<file path="src/design/lpht_pkg.sv">
package lpht_pkg;
   localparam int MAX_SLOTS_DEF   = 1024;
   localparam int KEY_BYTES_DEF   = 8;
   localparam int VALUE_BYTES_DEF = 8;
   localparam int CAP_W    = 11;
   localparam int DCAP_W   = 15;
   localparam int OP_W     = 2;
   localparam int KEYC_W   = 64;
   localparam int KLEN_W   = 4;
   localparam int VAL_W    = 64;
   localparam int ST_W     = 2;
   localparam int SLOT_W   = 10;
   localparam int HASH_W   = 32;

   localparam logic [OP_W-1:0] OP_INSERT = 2'd0;
   localparam logic [OP_W-1:0] OP_LOOKUP = 2'd1;
   localparam logic [OP_W-1:0] OP_CLEAR  = 2'd2;

   localparam logic [ST_W-1:0] ST_OK         = 2'd0;
   localparam logic [ST_W-1:0] ST_NOT_FOUND  = 2'd1;
   localparam logic [ST_W-1:0] ST_INDEX_FULL = 2'd2;
   localparam logic [ST_W-1:0] ST_DATA_FULL  = 2'd3;

   localparam logic CSR_INDEX_CAP = 1'b0;
   localparam logic CSR_DATA_CAP  = 1'b1;

   typedef struct packed {
      logic load;
      logic hash_step;
      logic mod_start;
      logic rd_issue;
      logic advance;
      logic write_slot;
      logic clr_start;
      logic respond;
      logic [ST_W-1:0] status;
      logic with_value;
      logic with_slot;
   } cmd_type;

   typedef struct packed {
      logic       is_insert;
      logic       is_lookup;
      logic       is_clear;
      logic       hash_done;
      logic       mod_done;
      logic       clr_done;
      logic       slot_empty;
      logic       slot_match;
      logic       circle_done;
      logic       data_full;
   } sts_type;
endpackage

</file>
<file path="src/design/lpht_ctrl.sv">
module lpht_ctrl (
   input  logic             clock,
   input  logic             reset,
   input  logic             start,
   output logic             busy,
   output lpht_pkg::cmd_type cmd,
   input  lpht_pkg::sts_type sts
);
   import lpht_pkg::*;

   localparam logic [2:0] S_IDLE  = 3'd0;
   localparam logic [2:0] S_HASH  = 3'd1;
   localparam logic [2:0] S_MOD   = 3'd2;
   localparam logic [2:0] S_READ  = 3'd3;
   localparam logic [2:0] S_CHECK = 3'd4;
   localparam logic [2:0] S_CLEAR = 3'd5;

   logic [2:0] state_ff, state_in;

   always_ff @(posedge clock) begin
      if (reset) state_ff <= S_CLEAR;
      else state_ff <= state_in;
   end

   always_comb begin
      state_in = state_ff;
      cmd = '0;
      busy = (state_ff != S_IDLE);
      case (state_ff)
         S_IDLE: begin
            if (start) begin
               cmd.load = 1'b1;
               state_in = S_HASH;
            end
         end
         S_HASH: begin
            if (sts.is_clear) begin
               cmd.clr_start = 1'b1;
               cmd.respond = 1'b1;
               cmd.status = ST_OK;
               state_in = S_CLEAR;
            end else if (!sts.is_insert && !sts.is_lookup) begin
               cmd.respond = 1'b1;
               cmd.status = ST_OK;
               state_in = S_IDLE;
            end else if (sts.hash_done) begin
               cmd.mod_start = 1'b1;
               state_in = S_MOD;
            end else begin
               cmd.hash_step = 1'b1;
            end
         end
         S_MOD: begin
            if (sts.mod_done) begin
               cmd.rd_issue = 1'b1;
               state_in = S_READ;
            end
         end
         S_READ: state_in = S_CHECK;
         S_CHECK: begin
            if (sts.slot_match) begin
               cmd.respond = 1'b1;
               cmd.status = ST_OK;
               cmd.with_slot = 1'b1;
               cmd.with_value = sts.is_lookup;
               cmd.write_slot = sts.is_insert;
               state_in = S_IDLE;
            end else if (sts.slot_empty) begin
               cmd.respond = 1'b1;
               if (sts.is_lookup) begin
                  cmd.status = ST_NOT_FOUND;
               end else if (sts.data_full) begin
                  cmd.status = ST_DATA_FULL;
               end else begin
                  cmd.status = ST_OK;
                  cmd.with_slot = 1'b1;
                  cmd.write_slot = 1'b1;
               end
               state_in = S_IDLE;
            end else if (sts.circle_done) begin
               cmd.respond = 1'b1;
               cmd.status = sts.is_lookup ? ST_NOT_FOUND : ST_INDEX_FULL;
               state_in = S_IDLE;
            end else begin
               cmd.advance = 1'b1;
               cmd.rd_issue = 1'b1;
               state_in = S_READ;
            end
         end
         S_CLEAR: begin
            if (sts.clr_done) state_in = S_IDLE;
         end
         default: state_in = S_IDLE;
      endcase
   end

   assert property (@(posedge clock) disable iff (reset)
      cmd.write_slot |-> cmd.respond) else $error("write without response");
   assert property (@(posedge clock) disable iff (reset)
      (state_ff == S_IDLE && start) |=> busy) else $error("start not taken");
   assert property (@(posedge clock) disable iff (reset)
      cmd.respond |=> !cmd.respond) else $error("double response");
endmodule

</file>
<file path="config.mk">
export PLATFORM = sky130hd
export DESIGN_NAME = lpht_ctrl
export DESIGN_NICKNAME = d
export VERILOG_FILES = /design/src/design/lpht_pkg.sv /design/src/design/lpht_ctrl.sv
export SDC_FILE = /design/constraint.sdc
export NUM_CORES = 1
export LEC_CHECK = 0
export BUFFER_PORTS_ARGS = -buffer_cell sky130_fd_sc_hd__buf_2
export CORE_AREA = 5 5 42 44
export DETAILED_ROUTE_END_ITERATION = 12
export DIE_AREA = 0 0 47 49
export PLACE_DENSITY_LB_ADDON = 0.08
export SETUP_SLACK_MARGIN = 0.3
export SLEW_MARGIN = 20
export SYNTH_ARGS = -nofsm -noshare
export SYNTH_HDL_FRONTEND = slang
export SYNTH_SLANG_ARGS = --single-unit
</file>
<file path="constraint.sdc">
create_clock -name clock -period 1.45 [get_ports clock]
set_input_delay 0.3625 -clock clock [delete_from_list [all_inputs] [get_ports clock]]
set_output_delay 0.3625 -clock clock [all_outputs]
set_load 0.005 [all_outputs]
</file>
; After elaboration in Yosys (flattened, before gate mapping)
; Cells that the tools add are included.
[totals]
regBits = 3
word_cells = 57
[classes]
n_eq_ne = 9
muxes = 41
reduce_logical = 6
[ops]
columns = op, count
row1 = two-way mux 3 bit, 13
row2 = two-way mux 2 bit, 12
row3 = case mux 3 bit (6 select lines), 1
row4 = two-way mux 1 bit, 13
row5 = == test 3 x 2 -> 1 bit (second input constant), 2
row6 = == test 3 bit (second input constant), 2
row7 = inequality test 2 bit (second input constant), 3
row8 = case mux 3 bit (2 select lines), 1
row9 = inequality test 4 bit (second input constant), 1
row10 = AND reduction 4 bit, 1
row11 = == test 3 x 1 -> 1 bit (second input constant), 1
row12 = zero test 3 bit, 1
row13 = nonzero test 3 bit, 1
row14 = zero test 1 bit, 2
row15 = case mux 1 bit (2 select lines), 1
row16 = logical AND 1 bit, 1

; Longest topological paths before layout
[logic_depth]
word_depth = 5
ltp_mapped = 5
ltp_nobuf = 4

; Worst setup path after synthesis
; No wires, ideal clock.
[synth_timing]
kind = input port to output port
startpoint = input port sts[2] (netlist bit)
endpoint = output port cmd[4] (netlist bit)
arrival_ps = 1014
required_ps = 1087
setup_slack_ps = 74
stages = 4
n_path_buf = 1
path_cell_list = buf_6 or3_4 nand3_1 a21oi_1
[synth_rtl]
columns = item, line
row1 = "start, declared", lpht_ctrl.sv:7  ; input lpht_pkg::sts_type sts
row2 = "end, declared", lpht_ctrl.sv:6  ; output lpht_pkg::cmd_type cmd,

==> flow_summary.json <==
{
  "rr_worst_depth": 6,
  "finClkSkew_ps": 4.02,
  "largest_reg_flops": 3,
  "rows": 14,
  "insertion_delay_ps": 230,
  "path_clk_slew_ps": 40,
  "hold_class": "primary input to register",
  "antenna_found_initial": 0,
  "cap_violations": 0,
  "r2r_slack_ps": 100,
  "hold_start": "reset",
  "setup_ws_ps": -74.6,
  "synth_cell_types": 32,
  "reg_top3": "state_ff (3)",
  "vias": 625,
  "powerDensity_nw_per_um2": 637,
  "grt-ovfl-total": 0,
  "synth_top_area_share_pct": 14.4,
  "slew_violations": 0,
  "hold_end": "state_ff[2]$_SDFFE_PP1P_",
  "yosys-top-cells-area": "dfxtp_1 (14%), nor2_1 (8.1%), nand2_1 (6.3%)",
  "cts.sinks": 3,
  "via_per_inst": 5.04,
  "first_pass_iters": 4,
  "seq_area_frac_synth_pct": 14.4,
  "leakage_nw": 0.409,
  "utilization_pct": 63.7,
  "grt_pass1_vias": 634,
  "synth-edff-count": 0,
  "cts.path.max_buffers": 2,
  "n_antenna_cell": 0,
  "syn_area_sq_um": 417,
  "wl_um": 1580,
  "gp_congestion": 0.762,
  "cts_buffers": 3,
  "ir_worst_vdd_v": 0.000484,
  "min_period_ps": 1520,
  "synth_most_common_cell": "nor2_1",
  "min_path_cells": 2,
  "synth-main-ff-cell": "dfxtp_1",
  "preCtsSetupSlack_ps": -39.1,
  "grt_pass1_wl_um": 2640,
  "syn_to_final_growth_pct": 114,
  "violations": "negative setup slack",
  "status": "complete, but fails checks",
  "wl_per_cell_um": 12.7,
  "rsz0062_at_grt": "true",
  "crit_path_cell_trace": "inv_4 -> buf_6 -> nor4b_4 -> buf_2",
  "crit_arrival_ps": 1160,
  "drtIter0Drc": 4,
  "r2r_start": "state_ff[1]$_SDFFE_PP0P_",
  "regMostFlops": "state_ff",
  "route.detailed.drc": 0,
  "synthTopCellsByCount": "nor2_1 (9), nand2_1 (7), a21oi_1 (5)",
  "htreeDepth": 1,
  "die_w_um": 47,
  "cp_max_fo": 5,
  "yosys_warnings": 0,
  "fin_nets": 122,
  "initial_core_util_pct": 29.7,
  "port_buffers": 25,
  "synth.avg_cell_area_sq_um": 6.94,
  "hold_viol_final": 0,
  "drive_gt1_share_pct": 70.4,
  "synthArstFlopShare_pct": 0,
  "worstPathRequired_ps": 1090,
  "core_sq_um": 1400,
  "syn_inst": 60,
  "cts_tree": "yes",
  "yosys_register_bits": 3,
  "die_h_um": 49,
  "critPathKind": "register to primary output",
  "finalCritPeriodShare_pct": 105,
  "grt_use_total_pct": 15.2,
  "place_hpwl_um": 1110,
  "antenna_left": 0,
  "worst_slew_pin_slew_ps": 274,
  "ios": 26,
  "fin_hold_ws_ps": 413,
  "fmax_mhz": 656,
  "grt_max_degree": 13,
  "r2r-end": "state_ff[1]$_SDFFE_PP0P_",
  "crit_slowest_cell": "dfxtp_2",
  "setup_viol": 7,
  "die_area_sq_um": 2300,
  "cp-end-kind": "primary output",
  "max_stage_delay_ps": 350,
  "max_slew_margin_pct": 81.8,
  "yosysTopAreaCell": "dfxtp_1",
  "start_kind": "register",
  "syn-num-nets": 73,
  "ctsRootBufferMaster": "clkbuf_4"
}
## worst max-delay path: cells and delay by family, from the launching register on
family                 cells  cell delay (ps)
buffers and inverters      3              330
flip-flops                 1              350
AND/OR/NAND/NOR            1              250
## through the flow
step | setup TNS [ps] | total power (W) | std cells | cell area [sq um]
floorplan | 0 | 0.000235 | 60 | 458
global placement | -80.1 | 0.000338 | 111 | 673
finish | -282 | 0.000569 | 124 | 893
detailed placement | -94.2 | 0.000338 | 111 | 673
global route | -978 | 0.000620 | 124 | 893
CTS | -466 | 0.000557 | 124 | 853
## cell families (layout without fill, tap and decap cells)
kind of cell           count (synthesis)  count (layout)  synth area share (%)
AND/OR/NAND/NOR                       29              29                  40.5
AO/OA/AOI/OAI                         19              19                  32.7
buffers and inverters                  8              56                  9.91
flip-flops                             3               3                  14.4
multiplexers                           1               1                  2.40
## cell type report
class | count | area, sq um
Sequential cell | 3 | 68.8
Timing Repair Buffer | 48 | 340
Fill cell | 128 | 508
Multi-Input combinational cell | 49 | 418
Tap cell | 16 | 20.0
Clock buffer | 4 | 26.3
Inverter | 4 | 20.0
## worst max-delay path by stage
stage,end,startpoint,slack (ps)
final,cmd[10],state_ff[0]$_SDFFE_PP1P_,-70
after global routing,cmd[10],state_ff[0]$_SDFFE_PP1P_,-150
after CTS,cmd[9],state_ff[0]$_SDFFE_PP1P_,-90
after detailed placement,cmd[4],sts[1],-40
after global placement,cmd[4],sts[1],-30
after floorplan,cmd[4],sts[2],160
## report_power, final
part / total, W / switching [W] / internal, W
clock: 0.000146 / 0.0000433 / 0.000103
sequential: 0.000110 / 0.0000173 / 0.0000925
combinational: 0.000312 / 0.000146 / 0.000166
total: 0.000569 / 0.000207 / 0.000362
## routing by layer
metal,part of all wire [%],track usage [%],vias to the layer above
li1,-,-,317
met5,0,0,-
met1,37,18.9,283
met2,55,24.4,23
met3,6.8,2.58,2
met4,1.3,6.91,0
## placed cells by master, fill, tap and decap left out, types with 2 or more instances in the layout
| cell | netlist | layout |
|---|---|---|
| buf_2 | 3 | 23 |
| buf_4 | 0 | 16 |
| buf_6 | 1 | 8 |
| nand2_1 | 7 | 6 |
| nor2_1 | 9 | 4 |
| a21oi_1 | 5 | 4 |
| nor2_2 | 0 | 4 |
| clkbuf_4 | 0 | 3 |
| inv_4 | 0 | 2 |
| o21ai_0 | 2 | 2 |
| a31oi_1 | 2 | 2 |
| inv_1 | 3 | 2 |
| dfxtp_4 | 0 | 2 |
## timing repair
| action | in CTS | in global routing |
|---|---|---|
| hold buffers | 0 | 0 |
| gates resized for setup | 23 | 8 |
| endpoints found under the setup margin | 16 | 16 |
| buffers inserted | 9 | 0 |
| pin swaps | 8 | 9 |
No activity file was read; power rests on OpenSTA's default activity.
